[src/rtl/core/sha256_byte_stream_hasher_top_assert.svh]
// Assertion macros for the hasher top level.
`ifndef SHA256_BYTE_STREAM_HASHER_TOP_ASSERT_SVH
`define SHA256_BYTE_STREAM_HASHER_TOP_ASSERT_SVH

// Check that a condition implies a result on the same edge.
`define SHA_ASSERT_IMPLIES(lbl, ante, cons) \
    lbl: assert property (@(posedge clk) disable iff (!rst_n) (ante) |-> (cons)) \
        else $error("check failed");

// Check that a condition implies a result on the next edge.
`define SHA_ASSERT_NEXT(lbl, ante, cons) \
    lbl: assert property (@(posedge clk) disable iff (!rst_n) (ante) |=> (cons)) \
        else $error("check failed");

`endif

[src/rtl/core/sha_pkg.sv]
package sha_pkg;

    localparam int QDepth = 2;

    typedef struct packed {
        logic [7:0] data_byte;
        logic       has_byte;
        logic       last;
    } item_t;

    typedef enum logic [2:0] {
        ST_IDLE,
        ST_ROUND,
        ST_FOLD,
        ST_PAD,
        ST_EMIT
    } state_t;

    typedef struct packed {
        logic busy;
        logic out_full;
    } back_stat_t;

    localparam logic [31:0] H_INIT [8] = '{
        32'h6a09e667, 32'hbb67ae85, 32'h3c6ef372, 32'ha54ff53a,
        32'h510e527f, 32'h9b05688c, 32'h1f83d9ab, 32'h5be0cd19
    };

    localparam logic [31:0] ROUND_K [64] = '{
        32'h428a2f98, 32'h71374491, 32'hb5c0fbcf, 32'he9b5dba5,
        32'h3956c25b, 32'h59f111f1, 32'h923f82a4, 32'hab1c5ed5,
        32'hd807aa98, 32'h12835b01, 32'h243185be, 32'h550c7dc3,
        32'h72be5d74, 32'h80deb1fe, 32'h9bdc06a7, 32'hc19bf174,
        32'he49b69c1, 32'hefbe4786, 32'h0fc19dc6, 32'h240ca1cc,
        32'h2de92c6f, 32'h4a7484aa, 32'h5cb0a9dc, 32'h76f988da,
        32'h983e5152, 32'ha831c66d, 32'hb00327c8, 32'hbf597fc7,
        32'hc6e00bf3, 32'hd5a79147, 32'h06ca6351, 32'h14292967,
        32'h27b70a85, 32'h2e1b2138, 32'h4d2c6dfc, 32'h53380d13,
        32'h650a7354, 32'h766a0abb, 32'h81c2c92e, 32'h92722c85,
        32'ha2bfe8a1, 32'ha81a664b, 32'hc24b8b70, 32'hc76c51a3,
        32'hd192e819, 32'hd6990624, 32'hf40e3585, 32'h106aa070,
        32'h19a4c116, 32'h1e376c08, 32'h2748774c, 32'h34b0bcb5,
        32'h391c0cb3, 32'h4ed8aa4a, 32'h5b9cca4f, 32'h682e6ff3,
        32'h748f82ee, 32'h78a5636f, 32'h84c87814, 32'h8cc70208,
        32'h90befffa, 32'ha4506ceb, 32'hbef9a3f7, 32'hc67178f2
    };

    function automatic logic [31:0] rotr(input logic [31:0] x, input logic [4:0] s);
        rotr = (x >> s) | (x << (6'd32 - {1'b0, s}));
    endfunction

endpackage

[src/rtl/core/sha_front.sv]
module sha_front (
    input  logic            clk,
    input  logic            rst_n,
    input  logic            push,
    output logic            full,
    input  sha_pkg::item_t  in_item,
    output logic            q_valid,
    output sha_pkg::item_t  q_item,
    input  logic            q_take
);

    // drop items that carry neither a byte nor a last mark
    sha_pkg::item_t mem_reg [sha_pkg::QDepth];
    logic wptr_reg, wptr_next, rptr_reg, rptr_next;
    logic [1:0] cnt_reg, cnt_next;
    logic wr;

    assign full = (cnt_reg == 2'(sha_pkg::QDepth));
    assign wr = push && !full && (in_item.has_byte || in_item.last);
    assign q_valid = (cnt_reg != 2'd0);
    assign q_item = mem_reg[rptr_reg];

    always_comb
    begin
        wptr_next = wr ? !wptr_reg : wptr_reg;
        rptr_next = q_take ? !rptr_reg : rptr_reg;
        cnt_next = cnt_reg + {1'b0, wr} - {1'b0, q_take};
    end

    always_ff @(posedge clk)
    begin
        if (wr)
        begin
            mem_reg[wptr_reg] <= in_item;
        end
    end

    always_ff @(posedge clk or negedge rst_n)
    begin
        if (!rst_n)
        begin
            wptr_reg <= 1'b0;
            rptr_reg <= 1'b0;
            cnt_reg <= 2'd0;
        end
        else
        begin
            wptr_reg <= wptr_next;
            rptr_reg <= rptr_next;
            cnt_reg <= cnt_next;
        end
    end

endmodule

[src/rtl/core/sha_back.sv]
module sha_back (
    input  logic                clk,
    input  logic                rst_n,
    input  logic                q_valid,
    input  sha_pkg::item_t      q_item,
    output logic                q_take,
    output logic                empty,
    input  logic                pop,
    output logic [31:0]         digest_word,
    output logic [2:0]          word_index,
    output logic                last_word,
    output sha_pkg::back_stat_t stat
);

    sha_pkg::state_t state_reg, state_next;
    logic [31:0] h_reg [8];
    logic [31:0] v_reg [8];
    logic [31:0] w_reg [16];
    logic [60:0] cnt_reg;
    logic [6:0]  rnd_reg;
    logic        fin_reg;      // finishing the message
    logic        second_reg;   // padding needs a second block
    logic        pad_reg;      // first padding block already built
    logic [31:0] out_word_reg;
    logic [2:0]  out_idx_reg;
    logic        out_valid_reg;
    logic [2:0]  emit_reg;

    logic [5:0]  pos;
    logic [31:0] wcur, w2, w7, w15, w16, s0, s1, t1, t2, wnew;
    logic [31:0] a, e;
    logic        out_free;

    assign pos = cnt_reg[5:0];
    assign out_free = !out_valid_reg || pop;
    assign empty = !out_valid_reg;
    assign digest_word = out_word_reg;
    assign word_index = out_idx_reg;
    assign last_word = (out_idx_reg == 3'd7);
    assign stat.busy = (state_reg != sha_pkg::ST_IDLE);
    assign stat.out_full = out_valid_reg;

    always_comb
    begin
        w2 = w_reg[4'(rnd_reg - 7'd2)];
        w7 = w_reg[4'(rnd_reg - 7'd7)];
        w15 = w_reg[4'(rnd_reg - 7'd15)];
        w16 = w_reg[rnd_reg[3:0]];
        s1 = sha_pkg::rotr(w2, 5'd17) ^ sha_pkg::rotr(w2, 5'd19) ^ (w2 >> 10);
        s0 = sha_pkg::rotr(w15, 5'd7) ^ sha_pkg::rotr(w15, 5'd18) ^ (w15 >> 3);
        wnew = s1 + w7 + s0 + w16;
        wcur = (rnd_reg < 7'd16) ? w16 : wnew;
        a = v_reg[0];
        e = v_reg[4];
        t1 = v_reg[7] + (sha_pkg::rotr(e, 5'd6) ^ sha_pkg::rotr(e, 5'd11)
            ^ sha_pkg::rotr(e, 5'd25)) + ((e & v_reg[5]) ^ (~e & v_reg[6]))
            + sha_pkg::ROUND_K[rnd_reg[5:0]] + wcur;
        t2 = (sha_pkg::rotr(a, 5'd2) ^ sha_pkg::rotr(a, 5'd13) ^ sha_pkg::rotr(a, 5'd22))
            + ((a & v_reg[1]) ^ (a & v_reg[2]) ^ (v_reg[1] & v_reg[2]));
    end

    always_comb
    begin
        state_next = state_reg;
        unique case (state_reg)
            sha_pkg::ST_IDLE:
            begin
                if (q_valid)
                begin
                    if (q_item.has_byte && pos == 6'd63)
                    begin
                        state_next = sha_pkg::ST_ROUND;
                    end
                    else if (q_item.last)
                    begin
                        state_next = sha_pkg::ST_PAD;
                    end
                end
            end
            sha_pkg::ST_ROUND:
            begin
                if (rnd_reg == 7'd63)
                begin
                    state_next = sha_pkg::ST_FOLD;
                end
            end
            sha_pkg::ST_FOLD:
            begin
                if (!fin_reg)
                begin
                    state_next = sha_pkg::ST_IDLE;
                end
                else if (!pad_reg || second_reg)
                begin
                    state_next = sha_pkg::ST_PAD;
                end
                else
                begin
                    state_next = sha_pkg::ST_EMIT;
                end
            end
            sha_pkg::ST_PAD:
            begin
                state_next = sha_pkg::ST_ROUND;
            end
            sha_pkg::ST_EMIT:
            begin
                if (out_free && emit_reg == 3'd7)
                begin
                    state_next = sha_pkg::ST_IDLE;
                end
            end
            default:
            begin
                state_next = sha_pkg::ST_IDLE;
            end
        endcase
    end

    always_comb
    begin
        q_take = (state_reg == sha_pkg::ST_IDLE) && q_valid;
    end

    always_ff @(posedge clk)
    begin
        unique case (state_reg)
            sha_pkg::ST_IDLE:
            begin
                if (q_valid)
                begin
                    if (q_item.has_byte)
                    begin
                        unique case (pos[1:0])
                            2'd0: w_reg[pos[5:2]][31:24] <= q_item.data_byte;
                            2'd1: w_reg[pos[5:2]][23:16] <= q_item.data_byte;
                            2'd2: w_reg[pos[5:2]][15:8] <= q_item.data_byte;
                            default: w_reg[pos[5:2]][7:0] <= q_item.data_byte;
                        endcase
                    end
                    if (q_item.has_byte && pos == 6'd63)
                    begin
                        for (int i = 0; i < 8; i++)
                        begin
                            v_reg[i] <= h_reg[i];
                        end
                    end
                end
            end
            sha_pkg::ST_ROUND:
            begin
                if (rnd_reg >= 7'd16)
                begin
                    w_reg[rnd_reg[3:0]] <= wnew;
                end
                v_reg[7] <= v_reg[6];
                v_reg[6] <= v_reg[5];
                v_reg[5] <= v_reg[4];
                v_reg[4] <= v_reg[3] + t1;
                v_reg[3] <= v_reg[2];
                v_reg[2] <= v_reg[1];
                v_reg[1] <= v_reg[0];
                v_reg[0] <= t1 + t2;
            end
            sha_pkg::ST_PAD:
            begin
                // build the whole padded block in one step from the byte count
                for (int i = 0; i < 64; i++)
                begin
                    if (!second_reg && 6'(i) == pos)
                    begin
                        w_reg[i / 4][8 * (3 - i % 4) +: 8] <= 8'h80;
                    end
                    else if (second_reg || 6'(i) > pos)
                    begin
                        if (i >= 56 && (second_reg || pos < 6'd56))
                        begin
                            w_reg[i / 4][8 * (3 - i % 4) +: 8] <=
                                8'({cnt_reg, 3'b000} >> (8 * (63 - i)));
                        end
                        else
                        begin
                            w_reg[i / 4][8 * (3 - i % 4) +: 8] <= 8'h00;
                        end
                    end
                end
                for (int i = 0; i < 8; i++)
                begin
                    v_reg[i] <= h_reg[i];
                end
            end
            default:
            begin
            end
        endcase
        if (out_free && state_reg == sha_pkg::ST_EMIT)
        begin
            out_word_reg <= h_reg[emit_reg];
            out_idx_reg <= emit_reg;
        end
    end

    always_ff @(posedge clk or negedge rst_n)
    begin
        if (!rst_n)
        begin
            state_reg <= sha_pkg::ST_IDLE;
            for (int i = 0; i < 8; i++)
            begin
                h_reg[i] <= sha_pkg::H_INIT[i];
            end
            cnt_reg <= '0;
            rnd_reg <= '0;
            fin_reg <= 1'b0;
            second_reg <= 1'b0;
            pad_reg <= 1'b0;
            out_valid_reg <= 1'b0;
            emit_reg <= '0;
        end
        else
        begin
            state_reg <= state_next;
            if (state_reg == sha_pkg::ST_EMIT && out_free)
            begin
                out_valid_reg <= 1'b1;
            end
            else if (pop && out_valid_reg)
            begin
                out_valid_reg <= 1'b0;
            end
            unique case (state_reg)
                sha_pkg::ST_IDLE:
                begin
                    if (q_valid)
                    begin
                        fin_reg <= q_item.last;
                        second_reg <= 1'b0;
                        pad_reg <= 1'b0;
                        if (q_item.has_byte)
                        begin
                            cnt_reg <= cnt_reg + 61'd1;
                        end
                        rnd_reg <= '0;
                    end
                end
                sha_pkg::ST_ROUND:
                begin
                    rnd_reg <= rnd_reg + 7'd1;
                end
                sha_pkg::ST_FOLD:
                begin
                    for (int i = 0; i < 8; i++)
                    begin
                        h_reg[i] <= h_reg[i] + v_reg[i];
                    end
                    rnd_reg <= '0;
                    emit_reg <= '0;
                end
                sha_pkg::ST_PAD:
                begin
                    // first block of the pad: 0x80 leaves no room for the length
                    second_reg <= !second_reg && (pos >= 6'd56);
                    pad_reg <= 1'b1;
                    rnd_reg <= '0;
                end
                sha_pkg::ST_EMIT:
                begin
                    if (out_free)
                    begin
                        emit_reg <= emit_reg + 3'd1;
                        if (emit_reg == 3'd7)
                        begin
                            for (int i = 0; i < 8; i++)
                            begin
                                h_reg[i] <= sha_pkg::H_INIT[i];
                            end
                            cnt_reg <= '0;
                            rnd_reg <= '0;
                            fin_reg <= 1'b0;
                        end
                    end
                end
                default:
                begin
                end
            endcase
        end
    end

endmodule

[src/rtl/core/sha256_byte_stream_hasher_top.sv]
// SHA-256 over a byte stream. Push one beat per byte (has_byte) and mark the
// final beat with last; a beat with last and no byte closes the message, so an
// empty message works. A two-entry queue takes beats while the hashing engine
// is busy. The engine packs plain bytes while idle; every 64th byte runs the
// compression, the rounds and then a fold, on a single shared round unit, and
// no beat is taken until it is done. A last beat adds a pad step before each
// compression it needs, one (two when fewer than nine bytes remain in the
// block), then eight digest beats, word 0 first, each with word_index and
// with last_word on the final word. After the digest the engine is back at
// the initial hash and a zero length, ready for the next message.
`include "sha256_byte_stream_hasher_top_assert.svh"

module sha256_byte_stream_hasher_top (
    input  logic        clk,
    input  logic        rst_n,
    input  logic        push,
    output logic        full,
    input  logic [7:0]  data_byte,
    input  logic        has_byte,
    input  logic        last,
    output logic        empty,
    input  logic        pop,
    output logic [31:0] digest_word,
    output logic [2:0]  word_index,
    output logic        last_word
);

    sha_pkg::item_t      in_item, q_item;
    logic                q_valid, q_take;
    sha_pkg::back_stat_t stat;

    assign in_item.data_byte = data_byte;
    assign in_item.has_byte = has_byte;
    assign in_item.last = last;

    // front: hold accepted beats until the engine takes them
    sha_front u_front (
        .clk     (clk),
        .rst_n   (rst_n),
        .push    (push),
        .full    (full),
        .in_item (in_item),
        .q_valid (q_valid),
        .q_item  (q_item),
        .q_take  (q_take)
    );

    // back: pack bytes, compress, pad and emit the digest
    sha_back u_back (
        .clk         (clk),
        .rst_n       (rst_n),
        .q_valid     (q_valid),
        .q_item      (q_item),
        .q_take      (q_take),
        .empty       (empty),
        .pop         (pop),
        .digest_word (digest_word),
        .word_index  (word_index),
        .last_word   (last_word),
        .stat        (stat)
    );

    `SHA_ASSERT_IMPLIES(a_take_when_idle, q_take, q_valid && !stat.busy)
    `SHA_ASSERT_IMPLIES(a_empty_matches, !empty, stat.out_full)
    `SHA_ASSERT_NEXT(a_out_held, !empty && !pop, !empty && $stable(digest_word))

endmodule

[config.mk]
export PLATFORM = sky130hd
export DESIGN_NAME = sha256_byte_stream_hasher_top
export DESIGN_NICKNAME = d
export VERILOG_FILES = /design/src/rtl/core/sha_pkg.sv /design/src/rtl/core/sha_front.sv /design/src/rtl/core/sha_back.sv /design/src/rtl/core/sha256_byte_stream_hasher_top.sv
export VERILOG_INCLUDE_DIRS = /design/src /design/src/rtl/core
export SDC_FILE = /design/constraint.sdc
export NUM_CORES = 2
export LEC_CHECK = 0
export ABC_AREA = 1
export BUFFER_PORTS_ARGS = -buffer_cell sky130_fd_sc_hd__buf_2
export CORE_UTILIZATION = 29
export DETAILED_ROUTE_END_ITERATION = 12
export GPL_TIMING_DRIVEN = 0
export PLACE_DENSITY = 0.49
export SYNTH_ARGS = -nofsm -noshare
export SYNTH_HDL_FRONTEND = slang
export SYNTH_SLANG_ARGS = --single-unit
[constraint.sdc]
create_clock -name clk -period 33.6 [get_ports clk]
set_input_delay 0 -clock clk [delete_from_list [all_inputs] [get_ports clk]]
set_output_delay 0 -clock clk [all_outputs]
set_load 0.02 [all_outputs]
==> results.md <==
- The max-slew violation count is 222.
- The final hold violation count is 0.
- The number of design-rule violations left by the first detailed-router iteration is 15,300.
- Dividing the detail-routed wire length by the instance count gives 40.9 µm.
- Gates resized during post-CTS repair numbered 0.
- The number of nets at the end of the flow is 13,100.
- Counting flops with an async set or reset pin after synthesis yields a share of 29.1%.
- Clock latency on the worst-skew pair, taken at its later pin, is 0.95 ns.
- The first global-routing pass estimated 897,000 µm of wire.
- The run finished, with violations left.
- The final routed wirelength across all metal layers is 688,000 µm.
- The flip-flop and latch count after synthesis is 1,161.
- The placer congestion estimate is 1.10.
- In this run, distinct cell masters in the synthesized netlist total 80.
- The number of vias in the routed layout is 101,000.
- The register with the most flip-flops in the layout has 512 of them.
- The type of the most critical hold path is input port to flop.
- The biggest fanout along the worst timing path is 13.
- The fraction of post-synthesis cell area in the top cell type by area is 14.4%.
- Max-cap violations in this run came to 40.
- The cts-stage hold buffer count is 21.
- In this run the horizontal extent of the chip is 557 µm.
- Among all flip-flop cells after synthesis, the most frequent one is sky130_fd_sc_hd__edfxtp_1.
- The register area share after synthesis is 32.9%.
- Counting flops with a built-in enable in the synthesized netlist gives 427.
- After floorplanning, the core was divided into 203 placement rows.
- Once the floorplan was initialized, standard cells occupied 29.2% of the core.
- The clock passes through at most 4 buffers.
- The pre-antenna-repair detailed-routing pass consisted of 9 iterations.
- The root buffer cell is sky130_fd_sc_hd__clkbuf_16.
- The highest-delay cell along the critical path is sky130_fd_sc_hd__o21ai_0.
- Buffers added to address setup during post-CTS repair amount to 0.
- Summed over all instances, the cell type with the most area after synthesis is sky130_fd_sc_hd__edfxtp_1.
- The number of nets handed over by synthesis was 12,800.
- Based on the critical path, the design can be clocked at up to 49.5 MHz.
- The mean cell area of the mapped netlist is 7.30 µm².
- The number of antenna-violating nets in the routed design is 0.
- The commonest cells after synthesis are sky130_fd_sc_hd__nand2_1 (2,364), sky130_fd_sc_hd__inv_1 (1,683), sky130_fd_sc_hd__o21ai_0 (1,563).
- Data arrives at the worst endpoint at 20.94 ns.
- The largest single stage delay on the critical path is 1.25 ns.
- The final clock skew is 0.106 ns.
- The largest net degree at the start of global routing is 87.
- After clock tree synthesis, the clock-pin slew on the worst setup and hold paths is 0.06 ns.
- The clock net in this run drives a total of 1,161 sinks.
- STA classifies the critical path endpoint as a flop.
- The number of instances in the synthesized netlist is 12,200.
- Summed over all failing endpoints, the final setup total negative slack is 0 ns.
- The area of combinational cells with multiple inputs is 51,000 µm².
- The count of input and output buffers is 51.
- STA classifies the critical path startpoint as a flop.
- In this design, the critical path's most frequently occurring cell is sky130_fd_sc_hd__nand2_1.
- The TritonCTS buffer count is 160.
- 52 I/O pins were placed.
- The core region is 306,000 µm².
- The worst setup slack for register-to-register paths is 13.40 ns.
- The critical path is of the flop to flop type.
- The required time of the critical path is 34.33 ns.
- The number of remaining DRC errors is 0.
- For this run, the number of Yosys warnings is 0.
- The fill cell total of the finished layout is 33,800.
- The final reports fail on max-capacitance violations, max-slew violations.
- From synthesis to final layout, the design area changed by 13.7%.
- For this run, the total global-route usage over all layers was measured as 43.5%.
- The maximum level of the CTS H-tree is 4.
- Summing all flip-flop and latch instances after layout gives 29,400 µm².
- At the pin with the least slew margin, the transition time is 1.79 ns.
- TritonCTS built the clock tree.
- Dividing the detail-routed via count by the number of cells gives 6.02.
- The most frequent cell after synthesis is sky130_fd_sc_hd__nand2_1.
- The post-synthesis instance area is 89,200 µm².
- The die area is 310,000 µm².
- Setup repair after global routing left no endpoint under its margin.
- The number of global-route vias before repair is 94,000.
- The number of setup violations in the final report is 0.
- Of the cells placed in the final design, the portion with a size suffix greater than 1 is 7.90%.
- Headroom to the max-slew limit came out at -20.9%.
- The worst path needs 20.20 ns of the cycle, external delays included.
- The leftover overflow at the end of global routing is 0.
- Dividing the final minimum period by the clock period gives 60.1%.
- In the post-synthesis netlist, the biggest area contributors are sky130_fd_sc_hd__edfxtp_1 (14%), sky130_fd_sc_hd__nand2_1 (9.9%), sky130_fd_sc_hd__dfxtp_1 (8.9%), sky130_fd_sc_hd__o21ai_0 (8.8%), sky130_fd_sc_hd__inv_1 (7.1%).
- The HPWL after detailed placement is 542,000 µm.
- The die is 557 µm tall.
- The initial antenna violation count came to 90.
logic make-up after synthesis:
kind of cell	after synthesis	synth area share, %
compound gates	3673	23.2
xor+xnor	488	4.80
fa+ha+maj	621	10.3
buf+inv	2342	10.2
flops	1161	32.9
mux	43	0.502
simple gates	3885	18.1
layer usage:
layer  wire, µm  vias to the layer above  GRT usage, %
met5        216                        -         0.188
met4      88100                       22          44.7
met3      69200                     2300          13.0
met2     290000                     7056          65.2
met1     240000                    49700          47.7
li1           -                    41900             -
worst max-delay path: cells and delay by family, from the launching register on:
kind,cells,cell delay (ns)
adder cells (fa/ha/maj),10,4.49
AO/OA/AOI/OAI,9,3.88
flip-flops,1,0.64
XOR/XNOR,5,2.68
buffers and inverters,16,5.62
AND/OR/NAND/NOR,18,2.63
cell type report:
| class | instances | area share, % |
|---|---|---|
| antenna | 53 | 0.131 |
| inverter | 1761 | 6.52 |
| tap | 4100 | 5.06 |
| sequential | 1161 | 29.0 |
| multi-input combinational | 8710 | 50.2 |
| timing repair buffer | 140 | 1.38 |
| clock buffer | 227 | 4.55 |
| buffer | 581 | 2.51 |
| clock inverter | 63 | 0.666 |
layout by cell type (no fill, tap or decap), types with 102 or more instances in the layout:
cell                        synthesis  layout
sky130_fd_sc_hd__o21ai_1           76     103
sky130_fd_sc_hd__inv_1           1683    1683
sky130_fd_sc_hd__buf_2            148     204
sky130_fd_sc_hd__dfxtp_1          396     396
sky130_fd_sc_hd__nand2_1         2364    2361
sky130_fd_sc_hd__o211ai_1         102     102
sky130_fd_sc_hd__edfxtp_1         427     427
sky130_fd_sc_hd__o21ai_0         1563    1530
sky130_fd_sc_hd__nand3_1          429     429
sky130_fd_sc_hd__clkbuf_16          0     167
sky130_fd_sc_hd__a21oi_1          953     953
sky130_fd_sc_hd__dfrtp_1          202     202
sky130_fd_sc_hd__fa_1             195     195
sky130_fd_sc_hd__o22ai_1          448     448
sky130_fd_sc_hd__clkbuf_1         353     356
sky130_fd_sc_hd__xnor2_1          186     183
sky130_fd_sc_hd__ha_1             409     409
sky130_fd_sc_hd__a31oi_1          130     128
sky130_fd_sc_hd__xor2_1           301     285
sky130_fd_sc_hd__nor3_1           145     145
sky130_fd_sc_hd__dfstp_2          136     136
sky130_fd_sc_hd__nor2_1           709     707
metrics by stage:
step	hold slack [ns]	cells	cell area (µm²)	setup slack [ns]	utilization [%]
after floorplan	-0.296	12200	89200	22.65	-
after global placement	0.195	16400	94600	13.53	30.9
after detailed placement	-0.0253	16400	95500	15.06	31.2
after CTS	0.0578	16700	101000	14.96	33.0
after global routing	0.114	16800	101000	13.60	33.1
final	0.0680	16800	101000	13.40	33.2
final timing paths:
path / to / start / cells after the start
max in group asynchronous: u_back.cnt_reg[58] / rst_n / 6
setup reg to reg: u_back.v_reg[0][31] / u_back.rnd_reg[1] / 58
hold / removal: u_front.wptr_reg / push / 4
setup / recovery: u_back.v_reg[0][31] / u_back.rnd_reg[1] / 58
hold reg to reg: u_back.w_reg[0][26] / u_back.w_reg[0][26] / 2
min in group asynchronous: u_front.cnt_reg[1] / rst_n / 4
Power is not shown: default switching activity piles up to over one toggle a cycle in this logic, so the estimate is an artifact.
